File: config.mk
export PLATFORM = sky130hd
export DESIGN_NAME = dirty_rectangle_tracker_flat
export DESIGN_NICKNAME = d
export VERILOG_FILES = /design/src/hdl/drt_pkg.sv /design/src/hdl/drt_if.sv /design/src/hdl/drt_ram.sv /design/src/hdl/dirty_rectangle_tracker.sv /design/src/flat_wrapper.sv
export VERILOG_INCLUDE_DIRS = /design/src /design/src/hdl
export SDC_FILE = /design/constraint.sdc
export NUM_CORES = 2
export LEC_CHECK = 0
export BUFFER_PORTS_ARGS = -buffer_cell sky130_fd_sc_hd__buf_2
export CORE_MARGIN = 4
export CORE_UTILIZATION = 50
export CTS_CLUSTER_DIAMETER = 30
export DETAILED_ROUTE_END_ITERATION = 10
export GPL_ROUTABILITY_DRIVEN = 0
export GPL_TIMING_DRIVEN = 1
export PLACE_DENSITY = 0.66
export SETUP_SLACK_MARGIN = 0.1
export SKIP_LAST_GASP = 1
export SLEW_MARGIN = 15
export SYNTH_ARGS = -nofsm -noshare
export SYNTH_HDL_FRONTEND = slang
export SYNTH_SLANG_ARGS = --single-unit
File: constraint.sdc
create_clock -name clk -period 14.3 [get_ports clk]
set_input_delay 0.715 -clock clk [delete_from_list [all_inputs] [get_ports clk]]
set_output_delay 0.715 -clock clk [all_outputs]
set_load 0.01 [all_outputs]
File: src/hdl/dirty_rectangle_tracker_macros.svh
`ifndef DIRTY_RECTANGLE_TRACKER_MACROS_SVH
`define DIRTY_RECTANGLE_TRACKER_MACROS_SVH

// same-cycle implication, checked outside reset
`define DRT_ASSERT_NOW(label, clk, rst_n, ante, cons, msg) \
	label: assert property (@(posedge clk) disable iff (!rst_n) (ante) |-> (cons)) \
		else $error(msg);

// next-cycle implication, checked outside reset
`define DRT_ASSERT_NEXT(label, clk, rst_n, ante, cons, msg) \
	label: assert property (@(posedge clk) disable iff (!rst_n) (ante) |=> (cons)) \
		else $error(msg);

`endif

File: src/hdl/drt_pkg.sv
package drt_pkg;

	localparam int MAX_REGIONS_DEF = 16;
	localparam int COORD_W         = 16;
	localparam int PADDR_W         = 3;
	localparam int PDATA_W         = 32;

	// register index, taken from paddr[2]
	localparam logic REG_SCREEN_WIDTH  = 1'b0;
	localparam logic REG_SCREEN_HEIGHT = 1'b1;

	typedef enum logic [1:0] {
		MODE_MARK  = 2'd0,
		MODE_FULL  = 2'd1,
		MODE_READ  = 2'd2,
		MODE_FLUSH = 2'd3
	} mode_t;

	typedef enum logic [2:0] {
		STAT_IGNORED  = 3'd0,
		STAT_MERGED   = 3'd1,
		STAT_APPENDED = 3'd2,
		STAT_OVERFLOW = 3'd3,
		STAT_DONE     = 3'd4
	} status_t;

	typedef struct packed {
		logic [COORD_W-1:0] left;
		logic [COORD_W-1:0] top;
		logic [COORD_W-1:0] width;
		logic [COORD_W-1:0] height;
	} region_t;

	localparam int REGION_W = $bits(region_t);

endpackage

File: src/hdl/drt_if.sv
interface drt_cmd_if;
	logic        valid;
	logic        ready;
	logic [1:0]  mode;
	logic [15:0] rect_left;
	logic [15:0] rect_top;
	logic [15:0] rect_width;
	logic [15:0] rect_height;
	logic [3:0]  read_slot;

	modport source (
		output valid, mode, rect_left, rect_top, rect_width, rect_height, read_slot,
		input  ready
	);
	modport sink (
		input  valid, mode, rect_left, rect_top, rect_width, rect_height, read_slot,
		output ready
	);
endinterface

interface drt_rsp_if;
	logic        valid;
	logic        ready;
	logic [2:0]  status;
	logic [3:0]  slot;
	logic [15:0] out_left;
	logic [15:0] out_top;
	logic [15:0] out_width;
	logic [15:0] out_height;
	logic [4:0]  stored_count;
	logic        redraw_all;

	modport source (
		output valid, status, slot, out_left, out_top, out_width, out_height,
		       stored_count, redraw_all,
		input  ready
	);
	modport sink (
		input  valid, status, slot, out_left, out_top, out_width, out_height,
		       stored_count, redraw_all,
		output ready
	);
endinterface

File: src/hdl/drt_ram.sv
module drt_ram #(
	parameter int WIDTH = drt_pkg::REGION_W,
	parameter int DEPTH = drt_pkg::MAX_REGIONS_DEF,
	localparam int AW   = (DEPTH > 1) ? $clog2(DEPTH) : 1
) (
	input  logic             clk,
	input  logic             we,
	input  logic [AW-1:0]    waddr,
	input  logic [WIDTH-1:0] wdata,
	input  logic [AW-1:0]    raddr,
	output logic [WIDTH-1:0] rdata
);

	logic [WIDTH-1:0] mem [DEPTH];

	always_ff @(posedge clk) begin
		if (we) begin
			mem[waddr] <= wdata;
		end
		rdata <= mem[raddr];
	end

endmodule

File: src/hdl/dirty_rectangle_tracker.sv
// From accept to result register, control transactions, ignored marks and reads past the
// count pass execute and result load; a read adds a RAM read; a mark passes clip, scan
// start, one compare per stored entry up to the first hit through the single RAM read port,
// write back and result load (the scan is skipped when the list is empty). One transaction
// in flight; the next is accepted once its result is loaded, even while it waits there.
// Reset clears entry count, full-redraw flag and screen bounds; RAM is not cleared.
`include "dirty_rectangle_tracker_macros.svh"

module dirty_rectangle_tracker #(
	parameter int MAX_REGIONS = drt_pkg::MAX_REGIONS_DEF
) (
	input  logic                        clk,
	input  logic                        arst_n,
	input  logic                        psel,
	input  logic                        penable,
	input  logic                        pwrite,
	input  logic [drt_pkg::PADDR_W-1:0] paddr,
	input  logic [drt_pkg::PDATA_W-1:0] pwdata,
	output logic [drt_pkg::PDATA_W-1:0] prdata,
	output logic                        pready,
	drt_cmd_if.sink                     cmd,
	drt_rsp_if.source                   rsp
);

	localparam int IW = (MAX_REGIONS > 1) ? $clog2(MAX_REGIONS) : 1;
	localparam int CW = $clog2(MAX_REGIONS + 1);
	localparam int XW = drt_pkg::COORD_W + 1;

	typedef enum logic [2:0] {
		S_IDLE,
		S_EXEC,
		S_SCAN,
		S_MERGE,
		S_APPEND,
		S_RD_DONE,
		S_OUT
	} state_t;

	state_t state_q;

	// configuration
	logic [15:0] sw_q, sh_q;

	// latched request
	drt_pkg::mode_t mode_q;
	logic [15:0]    x_q, y_q, w_q, h_q;
	logic [3:0]     rs_q;
	logic [XW-1:0]  rr_q, rb_q;

	// list state
	logic [CW-1:0] count_q;
	logic          flag_q;

	// scan pipeline
	logic [CW-1:0] rd_idx_q;
	logic          pend_s1;
	logic [IW-1:0] idx_s1;
	logic [IW-1:0] hit_idx_q;
	drt_pkg::region_t hit_q;

	// pending result
	drt_pkg::status_t res_status_q;
	logic [3:0]       res_slot_q;
	drt_pkg::region_t res_rect_q;

	// output register
	logic             out_valid_q;
	logic [2:0]       out_status_q;
	logic [3:0]       out_slot_q;
	drt_pkg::region_t out_rect_q;
	logic [4:0]       out_count_q;
	logic             out_flag_q;

	// RAM port
	logic                          ram_we;
	logic [IW-1:0]                 ram_waddr, ram_raddr;
	logic [drt_pkg::REGION_W-1:0]  ram_wdata, ram_rdata;
	drt_pkg::region_t              rd_rect;
	drt_pkg::region_t              req_rect, merged_rect;

	// ---------------------------------------------------------------- config port
	logic cfg_wr;
	assign cfg_wr = psel & penable & pwrite;
	assign pready = 1'b1;

	always_ff @(posedge clk or negedge arst_n) begin
		if (!arst_n) begin
			sw_q <= '0;
			sh_q <= '0;
		end else if (cfg_wr) begin
			case (paddr[2])
				drt_pkg::REG_SCREEN_WIDTH:  sw_q <= pwdata[15:0];
				drt_pkg::REG_SCREEN_HEIGHT: sh_q <= pwdata[15:0];
				default: ;
			endcase
		end
	end

	always_comb begin
		case (paddr[2])
			drt_pkg::REG_SCREEN_WIDTH:  prdata = {16'b0, sw_q};
			drt_pkg::REG_SCREEN_HEIGHT: prdata = {16'b0, sh_q};
			default:                    prdata = '0;
		endcase
	end

	// ---------------------------------------------------------------- clipping
	logic          on_screen;
	logic [XW-1:0] xe, ye;
	logic          x_over, y_over;
	logic [15:0]   clip_w, clip_h;
	logic [XW-1:0] clip_r, clip_b;

	always_comb begin
		on_screen = !flag_q && (x_q < sw_q) && (y_q < sh_q);
		xe        = {1'b0, x_q} + {1'b0, w_q};
		ye        = {1'b0, y_q} + {1'b0, h_q};
		x_over    = xe > {1'b0, sw_q};
		y_over    = ye > {1'b0, sh_q};
		clip_w    = x_over ? (sw_q - x_q) : w_q;
		clip_h    = y_over ? (sh_q - y_q) : h_q;
		clip_r    = x_over ? {1'b0, sw_q} : xe;
		clip_b    = y_over ? {1'b0, sh_q} : ye;
	end

	// ---------------------------------------------------------------- scan compare
	logic [XW-1:0] rd_er, rd_eb;
	logic          rd_apart, scan_hit, scan_last, scan_issue;

	assign rd_rect = drt_pkg::region_t'(ram_rdata);

	always_comb begin
		rd_er      = {1'b0, rd_rect.left} + {1'b0, rd_rect.width};
		rd_eb      = {1'b0, rd_rect.top} + {1'b0, rd_rect.height};
		rd_apart   = ({1'b0, rd_rect.left} > rr_q) || ({1'b0, x_q} > rd_er) ||
		             ({1'b0, rd_rect.top} > rb_q) || ({1'b0, y_q} > rd_eb);
		scan_hit   = pend_s1 && !rd_apart;
		scan_last  = (CW'(idx_s1) + CW'(1)) == count_q;
		scan_issue = rd_idx_q < count_q;
	end

	// ---------------------------------------------------------------- merge
	logic [XW-1:0] m_er, m_eb, m_x1, m_y1;
	logic [15:0]   m_x0, m_y0;
	logic [XW-1:0] m_w, m_h;

	always_comb begin
		m_er = {1'b0, hit_q.left} + {1'b0, hit_q.width};
		m_eb = {1'b0, hit_q.top} + {1'b0, hit_q.height};
		m_x0 = (hit_q.left < x_q) ? hit_q.left : x_q;
		m_y0 = (hit_q.top < y_q) ? hit_q.top : y_q;
		m_x1 = (m_er > rr_q) ? m_er : rr_q;
		m_y1 = (m_eb > rb_q) ? m_eb : rb_q;
		m_w  = m_x1 - {1'b0, m_x0};
		m_h  = m_y1 - {1'b0, m_y0};
		merged_rect.left   = m_x0;
		merged_rect.top    = m_y0;
		merged_rect.width  = m_w[15:0];
		merged_rect.height = m_h[15:0];
		req_rect.left      = x_q;
		req_rect.top       = y_q;
		req_rect.width     = w_q;
		req_rect.height    = h_q;
	end

	// ---------------------------------------------------------------- region RAM
	logic room;
	assign room = count_q < CW'(MAX_REGIONS);

	always_comb begin
		ram_we    = (state_q == S_MERGE) || ((state_q == S_APPEND) && room);
		ram_waddr = (state_q == S_MERGE) ? hit_idx_q : count_q[IW-1:0];
		ram_wdata = (state_q == S_MERGE) ? merged_rect : req_rect;
		ram_raddr = (state_q == S_EXEC) ? IW'(rs_q) : rd_idx_q[IW-1:0];
	end

	drt_ram #(
		.WIDTH (drt_pkg::REGION_W),
		.DEPTH (MAX_REGIONS)
	) u_region_ram (
		.clk   (clk),
		.we    (ram_we),
		.waddr (ram_waddr),
		.wdata (ram_wdata),
		.raddr (ram_raddr),
		.rdata (ram_rdata)
	);

	// ---------------------------------------------------------------- control
	logic out_free;
	logic load_out;
	assign out_free  = !out_valid_q || rsp.ready;
	assign load_out  = (state_q == S_OUT) && out_free;
	assign cmd.ready = (state_q == S_IDLE);

	always_ff @(posedge clk or negedge arst_n) begin
		if (!arst_n) begin
			state_q      <= S_IDLE;
			count_q      <= '0;
			flag_q       <= 1'b0;
			pend_s1      <= 1'b0;
			out_valid_q  <= 1'b0;
			mode_q       <= drt_pkg::MODE_MARK;
			x_q          <= '0;
			y_q          <= '0;
			w_q          <= '0;
			h_q          <= '0;
			rs_q         <= '0;
			rr_q         <= '0;
			rb_q         <= '0;
			rd_idx_q     <= '0;
			idx_s1       <= '0;
			hit_idx_q    <= '0;
			hit_q        <= '0;
			res_status_q <= drt_pkg::STAT_IGNORED;
			res_slot_q   <= '0;
			res_rect_q   <= '0;
			out_status_q <= '0;
			out_slot_q   <= '0;
			out_rect_q   <= '0;
			out_count_q  <= '0;
			out_flag_q   <= 1'b0;
		end else begin
			if (rsp.ready && !load_out) begin
				out_valid_q <= 1'b0;
			end
			case (state_q)
				S_IDLE: begin
					if (cmd.valid) begin
						mode_q  <= drt_pkg::mode_t'(cmd.mode);
						x_q     <= cmd.rect_left;
						y_q     <= cmd.rect_top;
						w_q     <= cmd.rect_width;
						h_q     <= cmd.rect_height;
						rs_q    <= cmd.read_slot;
						state_q <= S_EXEC;
					end
				end
				S_EXEC: begin
					res_status_q <= drt_pkg::STAT_IGNORED;
					res_slot_q   <= '0;
					res_rect_q   <= '0;
					case (mode_q)
						drt_pkg::MODE_MARK: begin
							if (on_screen && (clip_w != '0) && (clip_h != '0)) begin
								w_q      <= clip_w;
								h_q      <= clip_h;
								rr_q     <= clip_r;
								rb_q     <= clip_b;
								rd_idx_q <= '0;
								pend_s1  <= 1'b0;
								state_q  <= (count_q == '0) ? S_APPEND : S_SCAN;
							end else begin
								state_q <= S_OUT;
							end
						end
						drt_pkg::MODE_FULL: begin
							flag_q       <= 1'b1;
							res_status_q <= drt_pkg::STAT_DONE;
							state_q      <= S_OUT;
						end
						drt_pkg::MODE_READ: begin
							// RAM read of rs_q is issued this cycle
							if (32'(rs_q) < 32'(count_q)) begin
								res_status_q <= drt_pkg::STAT_DONE;
								res_slot_q   <= rs_q;
								state_q      <= S_RD_DONE;
							end else begin
								state_q <= S_OUT;
							end
						end
						drt_pkg::MODE_FLUSH: begin
							count_q      <= '0;
							flag_q       <= 1'b0;
							res_status_q <= drt_pkg::STAT_DONE;
							state_q      <= S_OUT;
						end
						default: state_q <= S_OUT;
					endcase
				end
				S_SCAN: begin
					// one read issued per cycle, compared in the following cycle
					if (scan_hit) begin
						hit_q     <= rd_rect;
						hit_idx_q <= idx_s1;
						pend_s1   <= 1'b0;
						state_q   <= S_MERGE;
					end else if (pend_s1 && scan_last) begin
						pend_s1 <= 1'b0;
						state_q <= S_APPEND;
					end else begin
						pend_s1 <= scan_issue;
						idx_s1  <= rd_idx_q[IW-1:0];
						if (scan_issue) begin
							rd_idx_q <= rd_idx_q + CW'(1);
						end
					end
				end
				S_MERGE: begin
					res_status_q <= drt_pkg::STAT_MERGED;
					res_slot_q   <= 4'(hit_idx_q);
					res_rect_q   <= merged_rect;
					state_q      <= S_OUT;
				end
				S_APPEND: begin
					res_rect_q <= req_rect;
					if (room) begin
						res_status_q <= drt_pkg::STAT_APPENDED;
						res_slot_q   <= 4'(count_q);
						count_q      <= count_q + CW'(1);
					end else begin
						res_status_q <= drt_pkg::STAT_OVERFLOW;
						res_slot_q   <= '0;
						flag_q       <= 1'b1;
					end
					state_q <= S_OUT;
				end
				S_RD_DONE: begin
					res_rect_q <= rd_rect;
					state_q    <= S_OUT;
				end
				S_OUT: begin
					if (out_free) begin
						out_valid_q  <= 1'b1;
						out_status_q <= res_status_q;
						out_slot_q   <= res_slot_q;
						out_rect_q   <= res_rect_q;
						out_count_q  <= 5'(count_q);
						out_flag_q   <= flag_q;
						state_q      <= S_IDLE;
					end
				end
				default: state_q <= S_IDLE;
			endcase
		end
	end

	assign rsp.valid        = out_valid_q;
	assign rsp.status       = out_status_q;
	assign rsp.slot         = out_slot_q;
	assign rsp.out_left     = out_rect_q.left;
	assign rsp.out_top      = out_rect_q.top;
	assign rsp.out_width    = out_rect_q.width;
	assign rsp.out_height   = out_rect_q.height;
	assign rsp.stored_count = out_count_q;
	assign rsp.redraw_all   = out_flag_q;

	// ---------------------------------------------------------------- assertions
	`DRT_ASSERT_NOW(a_count_range, clk, arst_n, 1'b1, count_q <= CW'(MAX_REGIONS), "entry count above capacity")
	`DRT_ASSERT_NOW(a_scan_in_list, clk, arst_n, pend_s1, CW'(idx_s1) < count_q, "scan compare beyond entry count")
	`DRT_ASSERT_NEXT(a_result_loaded, clk, arst_n, (state_q == S_OUT) && out_free, rsp.valid, "result not presented")
	`DRT_ASSERT_NOW(a_ram_write_state, clk, arst_n, ram_we, (state_q == S_MERGE) || (state_q == S_APPEND), "RAM write outside merge or append")

endmodule

File: src/flat_wrapper.sv
// flat-port wrapper written by rule: the top's interface ports become plain ports
module dirty_rectangle_tracker_flat 
#(
	parameter int MAX_REGIONS = drt_pkg::MAX_REGIONS_DEF
)
  (clk, arst_n, psel, penable, pwrite, paddr, pwdata, prdata, pready, cmd_valid, cmd_mode, cmd_rect_left, cmd_rect_top, cmd_rect_width, cmd_rect_height, cmd_read_slot, cmd_ready, rsp_valid, rsp_status, rsp_slot, rsp_out_left, rsp_out_top, rsp_out_width, rsp_out_height, rsp_stored_count, rsp_redraw_all, rsp_ready);
  drt_cmd_if cmd_i ();
  drt_rsp_if rsp_i ();
  input  logic clk;
  input  logic arst_n;
  input  logic psel;
  input  logic penable;
  input  logic pwrite;
  input  logic [drt_pkg::PADDR_W-1:0] paddr;
  input  logic [drt_pkg::PDATA_W-1:0] pwdata;
  output logic [drt_pkg::PDATA_W-1:0] prdata;
  output logic pready;
  input wire logic [$bits(cmd_i.valid)-1:0] cmd_valid;
  input wire logic [$bits(cmd_i.mode)-1:0] cmd_mode;
  input wire logic [$bits(cmd_i.rect_left)-1:0] cmd_rect_left;
  input wire logic [$bits(cmd_i.rect_top)-1:0] cmd_rect_top;
  input wire logic [$bits(cmd_i.rect_width)-1:0] cmd_rect_width;
  input wire logic [$bits(cmd_i.rect_height)-1:0] cmd_rect_height;
  input wire logic [$bits(cmd_i.read_slot)-1:0] cmd_read_slot;
  output wire logic [$bits(cmd_i.ready)-1:0] cmd_ready;
  output wire logic [$bits(rsp_i.valid)-1:0] rsp_valid;
  output wire logic [$bits(rsp_i.status)-1:0] rsp_status;
  output wire logic [$bits(rsp_i.slot)-1:0] rsp_slot;
  output wire logic [$bits(rsp_i.out_left)-1:0] rsp_out_left;
  output wire logic [$bits(rsp_i.out_top)-1:0] rsp_out_top;
  output wire logic [$bits(rsp_i.out_width)-1:0] rsp_out_width;
  output wire logic [$bits(rsp_i.out_height)-1:0] rsp_out_height;
  output wire logic [$bits(rsp_i.stored_count)-1:0] rsp_stored_count;
  output wire logic [$bits(rsp_i.redraw_all)-1:0] rsp_redraw_all;
  input wire logic [$bits(rsp_i.ready)-1:0] rsp_ready;
  assign cmd_i.valid = cmd_valid;
  assign cmd_i.mode = cmd_mode;
  assign cmd_i.rect_left = cmd_rect_left;
  assign cmd_i.rect_top = cmd_rect_top;
  assign cmd_i.rect_width = cmd_rect_width;
  assign cmd_i.rect_height = cmd_rect_height;
  assign cmd_i.read_slot = cmd_read_slot;
  assign cmd_ready = cmd_i.ready;
  assign rsp_valid = rsp_i.valid;
  assign rsp_status = rsp_i.status;
  assign rsp_slot = rsp_i.slot;
  assign rsp_out_left = rsp_i.out_left;
  assign rsp_out_top = rsp_i.out_top;
  assign rsp_out_width = rsp_i.out_width;
  assign rsp_out_height = rsp_i.out_height;
  assign rsp_stored_count = rsp_i.stored_count;
  assign rsp_redraw_all = rsp_i.redraw_all;
  assign rsp_i.ready = rsp_ready;
  dirty_rectangle_tracker #(.MAX_REGIONS(MAX_REGIONS)) u_core (.clk(clk), .arst_n(arst_n), .psel(psel), .penable(penable), .pwrite(pwrite), .paddr(paddr), .pwdata(pwdata), .prdata(prdata), .pready(pready), .cmd(cmd_i), .rsp(rsp_i));
endmodule
; Word level (Yosys, flattened, before mapping)
; Memories as Yosys holds them, arrays and structs flattened. A register that Yosys moved wholly into a read port is not among the register bits.
; Cells that the tools add are included.
[op_classes]
bitwise_logic = 5
n_reduce_logical = 43
mux = 60
add_sub_neg = 13
eq_ne = 22
n_lt_le_gt_ge = 15
[op_table]
columns = op, count
row1 = case mux 64 bit (4 select lines), 1
row2 = two-way mux 16 bit, 12
row3 = adder 16 x 16 -> 17 bit, 6
row4 = greater-than comparator 16 x 17 -> 1 bit, 4
row5 = < comparator 16 bit, 4
row6 = two-way mux 64 bit, 1
row7 = case mux 16 bit (2 select lines), 2
row8 = case mux 32 bit (2 select lines), 1
row9 = subtractor 16 bit, 4
row10 = two-way mux 5 bit, 7
row11 = greater-than comparator 17 x 16 -> 1 bit, 2
row12 = greater-than comparator 17 bit, 2
row13 = two-way mux 17 bit, 2
row14 = nonzero test 16 bit, 2
row15 = two-way mux 3 bit, 7
row16 = two-way mux 4 bit, 5
row17 = case mux 5 bit (2 select lines), 2
row18 = case mux 3 bit (3 select lines), 2
row19 = AND reduction 3 bit, 6
row20 = case mux 3 bit (5 select lines), 1
row21 = "inequality test 2 bit, second input constant", 7
row22 = case mux 4 bit (3 select lines), 1
row23 = two-way mux 1 bit, 11
row24 = "adder 5 x 1 -> 5 bit, second input constant", 2
row25 = 32 further kinds, 64
[word_totals]
ramBits = 1024
input_bits = 112
n_memories = 1
register_bits = 372
[mem_list]
columns = name, words, word_bits, read_ports, rd_ports_with_merged_regs, write_ports, line
row1 = u_core.u_region_ram.mem, 16, 64, 1, 1, 1, drt_ram.sv:14  ; logic [WIDTH-1:0] mem [DEPTH];

; Longest topological paths before layout
[logic_depth]
word_depth = 9
depth_mapped = 32
mapped_depth_nobuf = 32

; Cells and area by module
; From an unflattened synthesis, not the netlist that was laid out.
[unflattened]
hier_cells = 4858
hier_area_um2 = 68674.6
[modules_own_cells]
columns = mod, seq_area_each_um2, area_per_inst_um2, instances, cells_each
row1 = drt_ram, 32030.7, 39585.5, 1, 1647
row2 = dirty_rectangle_tracker, 9308.9, 29089.1, 1, 3211

; Worst setup path before layout
; OpenSTA, ideal clock, no wires.
[synth_path]
kind = reg2reg
start = register u_core.hit_q[32] in the netlist's numbering
end = memory u_core.u_region_ram.mem[0][12] in the netlist's numbering, data pin
t_arrival_ps = 6722
path_buffers = 1
slack_ps = 7248
setup_ps = 330
t_required_ps = 13970
path_stages_with_launch = 33
path_cell_list = dfrtp_1 -> ha_1 -> fa_1 -> a21o_1 -> a21oi_1 -> o21bai_1 -> a21o_1 -> nand3_1 -> a31oi_1 -> o21ai_0 -> a21oi_1 -> a21o_1 -> a21o_1 -> ha_1 -> nand2_1 -> nor2_1 -> a211oi_1 -> nor3b_1 -> a221oi_1 -> clkbuf_1 -> nand2_1 -> o21ai_0 -> ha_1 -> nor2b_1 -> o21ai_0 -> a21oi_1 -> o21ai_0 -> nand2b_1 -> a31o_2 -> a41o_1 -> o22ai_1 -> xor2_1 -> o21ai_0
[synth_via]
elab_chain_cells = 5
word_cells_on_any_way = 7
classes_between = 2 x add/sub / 2 x order compare / 3 x mux
[synth_rtl]
columns = item, line
row1 = start: declaration, dirty_rectangle_tracker.sv:59  ; drt_pkg::region_t hit_q;
row2 = start signal: assignment, dirty_rectangle_tracker.sv:284  ; hit_q <= rd_rect;
row3 = adder 16 x 16 -> 17 bit, dirty_rectangle_tracker.sv:149  ; m_eb = {1'b0, hit_q.top} + {1'b0, hit_q.height};
row4 = greater-than comparator 17 bit, dirty_rectangle_tracker.sv:153  ; m_y1 = (m_eb > rb_q) ? m_eb : rb_q;
row5 = two-way mux 16 bit, dirty_rectangle_tracker.sv:153
row6 = subtractor 16 bit (*), dirty_rectangle_tracker.sv:155  ; m_h = m_y1 - {1'b0, m_y0};
row7 = two-way mux 64 bit (*), dirty_rectangle_tracker.sv:173  ; ram_wdata = (state_q == S_MERGE) ? merged_rect : req_rect;
row8 = "via u_core.ram_wdata, one bit", dirty_rectangle_tracker.sv:77  ; logic [drt_pkg::REGION_W-1:0] ram_wdata, ram_rdata;
row9 = end: declaration, drt_ram.sv:14
; The timed path passes the listed nets; every way through them passes the cells marked *.

; Worst setup path after layout
[layout_path]
start = register u_core.hit_q[32] in the netlist's numbering
end = memory u_core.u_region_ram.mem[10][14] in the netlist's numbering, data pin
; Same word-level chain as after synthesis.

==> results by group <==
Routing
  – Vias post-DR: 46300
  – Total wire length: 204000 µm
  – DR WL/cell: 28.1 µm
  – Violation count after the first detailed-route iteration: 5114
  – TritonRoute pass-1 iters: 8
  – Post-route ant nets: 0
  – Vias per cell: 6.37
  – DRC Markers: 0

Layout
  – Fillers: 10100
  – Share of cells above drive strength 1: 0.231
  – Area occupied by multi-input gates: 26200 µm²
  – Most common cell after layout, fill and taps aside: edfxtp_1
  – Fin util: 0.603
  – Area growth from synthesis to layout: 19.2%
  – Post-Layout Inst Area: 82100 µm²
  – Commonest non-fill, non-tap cells in the layout: edfxtp_1, nand2_1, dfrtp_1, ha_1, clkbuf_16
  – Register area: 41300 µm²
  – Fin nets: 5729

Worst setup path
  – R2R Path Start: u_core.hit_q[32]
  – Slowest stage delay, CP: 0.49 ns
  – Worst path required time: 14.73 ns
  – Path depth of the worst reg2reg path: 31
  – Critical path class: reg2reg
  – CP Max Fanout: 24
  – Setup crit end kind: flip-flop
  – Critical path launch point: u_core.hit_q[32]
  – Crit path to: u_core.u_region_ram.mem[10][14]
  – Worst EP arrival: 8.44 ns
  – Reg2reg setup slack: 6.29 ns
  – Slowest cell on crit path: o2111ai_2
  – Startpoint Class: flip-flop
  – Reg2reg end: u_core.u_region_ram.mem[10][14]

Synth
  – Synth Register Bits: 1460
  – Unique masters post-synth: 87
  – FFs w/ async S/R, synth: 0.255
  – Sequential share of the synthesized area: 0.600
  – Syn avg cell area: 14.0 µm²
  – EDFF count, synth: 1024
  – Main synth FF type: edfxtp_1
  – Synthesized area: 68900 µm²
  – Syn Inst Count: 4907
  – YS warnings: 0

Floorplanning
  – Starting Density: 0.506
  – Die W: 379 µm
  – I/O pins: 224
  – Die area: 144000 µm²
  – # rows: 135
  – Core box area: 136000 µm²
  – Die H: 379 µm

Clocking
  – Root Driver: clkbuf_16
  – CTS buffer count: 291
  – TritonCTS clock tree: built
  – Post-CTS setup buffer count: 0
  – Htree depth: 5
  – Total clock sinks: 1460
  – Max Buffers Root-to-Sink: 4
  – Clk_lat worst skew: 0.89 ns
  – Worst-path clk slew: 0.05 ns

STA
  – Ratio of final minimum period to clock period: 0.560
  – Final hold violations: 0
  – Rel. slew slack: 0.188
  – Layout Skew: 0.0635 ns
  – Minimum clock period: 8.01 ns
  – Final Max Tran Viols: 0
  – Worst-margin pin slew: 1.21 ns
  – Final setup violation count: 0
  – Achievable frequency: 125 MHz
  – Setup tns final: 0 ns
  – RSZ-0062 raised after global routing: false

Place
  – IO Port Bufs: 188
  – Post-DP HPWL: 126000 µm
  – Placed inst area: 72300 µm²

Job
  – Max-Cap Viols: 0

Status
  – Result of the run: complete, no violations

Min path
  – Worst Hold Class: in2reg

Global routing
  – Gr usage total: 0.284
  – Vias in the first global route: 45900
  – Overflow after GRT: 0
  – First-pass GRT wire length: 300000 µm
  – Largest net degree at the start of global routing: 152
  – Initial antenna violation count: 9
## critical path: cells and delay by family (launching register included)
kind	cells	cell delay, ns
flip-flops	1	0.41
AND/OR/NAND/NOR	6	0.87
adder cells (fa/ha/maj)	4	1.29
buffers and inverters	1	0.26
multiplexers	1	0.39
AO/OA/AOI/OAI	19	4.35
## routing by layer
metal | global-route usage | up-vias | wire, µm
li1 | - | 19800 | -
met1 | 0.394 | 23500 | 81900
met2 | 0.427 | 2563 | 91300
met3 | 0.0688 | 432 | 21500
met4 | 0.126 | 0 | 9330
met5 | 0 | - | 0
## area by class of cell
| class | instances | share of cell area |
|---|---|---|
| clock buffer | 355 | 0.0954 |
| sequential | 1460 | 0.504 |
| multi-input combinational | 3058 | 0.319 |
| inverter | 149 | 0.00683 |
| antenna | 2 | 0.0000610 |
| clock inverter | 149 | 0.0227 |
| timing repair buffer | 317 | 0.0247 |
| tap | 1781 | 0.0272 |
## synth_stat cells, types with 11 or more instances
master    count  area [µm²]
mux4_2      256        5770
o21bai_1     19         143
mux2_2      188        2120
o21a_1       24         180
a21o_1       61         458
nor4_1       22         138
a32o_1       16         160
a22oi_1     100         751
nor2b_1      34         213
clkbuf_1    179         672
nand2_1     470        1760
mux2i_1     101        1010
nand2b_1     33         206
nand4_1      43         269
buf_2        26         130
a211oi_1     89         668
o221ai_1     59         517
inv_1       149         559
o211ai_1     13        97.6
o21ai_0     234        1170
and3_1       16         100
dfrtp_1     372        9310
nand3_1      74         370
ha_1        330        4130
xnor2_1      77         674
nor3_1       43         215
xor2_1       43         377
buf_1        31         116
nor2_1      172         646
buf_4        17         128
dfxtp_1      64        1280
edfxtp_1   1024       30700
a21oi_1     150         751
o31ai_1      11        82.6
a31oi_1      80         500
and2_1       74         463
a22o_1       47         412
## what timing repair did
item                      CTS  global route
hold endpoints to repair   97             0
hold buffers                1             0
gates resized for setup     0             0
## flip-flops by register name, summed over array words and instances (netlist names), 5 cells and up
signal,flops
u_core.x_q,16
u_core.res_rect_q,64
u_core.rsp.out_top,16
u_core.w_q,16
u_core.rsp.out_width,16
u_core.rd_idx_q,5
u_core.h_q,16
u_core.hit_q,64
u_core.sw_q,16
u_core.sh_q,16
u_core.rb_q,17
u_core.rsp.out_left,16
u_core.rsp.out_height,16
u_core.u_region_ram.rdata,64
u_core.rsp.stored_count,5
u_core.rr_q,17
u_core.count_q,5
u_core.y_q,16
u_core.u_region_ram.mem,1024
## cell families (layout without fill, tap and decap cells)
kind of cell             count (synthesis)  in the layout  share of synthesized area
AO/OA/AOI/OAI                         1006           1006                     0.0990
XOR/XNOR                               122            122                     0.0159
adder cells (fa/ha/maj)                340            340                     0.0629
buffers and inverters                  404            970                     0.0236
flip-flops                            1460           1460                      0.600
multiplexers                           547            547                      0.129
other                                    2             19                   0.000109
AND/OR/NAND/NOR                       1026           1026                     0.0686
## worst min path at each step
stage / from / endpoint / cells after the start
after floorplan: arst_n / u_core.count_q[0] / 0
after global placement: u_core.res_status_q[2] / u_core.res_status_q[2] / 2
after detailed placement: u_core.res_status_q[2] / u_core.res_status_q[2] / 2
after CTS: cmd_read_slot[0] / u_core.rs_q[0] / 3
after global routing: cmd_mode[1] / u_core.mode_q[1] / 3
final: cmd_read_slot[0] / u_core.rs_q[0] / 3
## stage by stage
| step | setup slack [ns] | hold WS [ns] | instances |
|---|---|---|---|
| floorplan | 7.25 | 0.419 | 4922 |
| global placement | 6.20 | 0.462 | 6762 |
| detailed placement | 6.15 | 0.473 | 6762 |
| CTS | 6.09 | 0.000928 | 7267 |
| global route | 5.91 | 0.0493 | 7269 |
| finish | 6.29 | 0.0552 | 7271 |
Power is not shown: default switching activity piles up to over one toggle a cycle in this logic, so the estimate is an artifact.
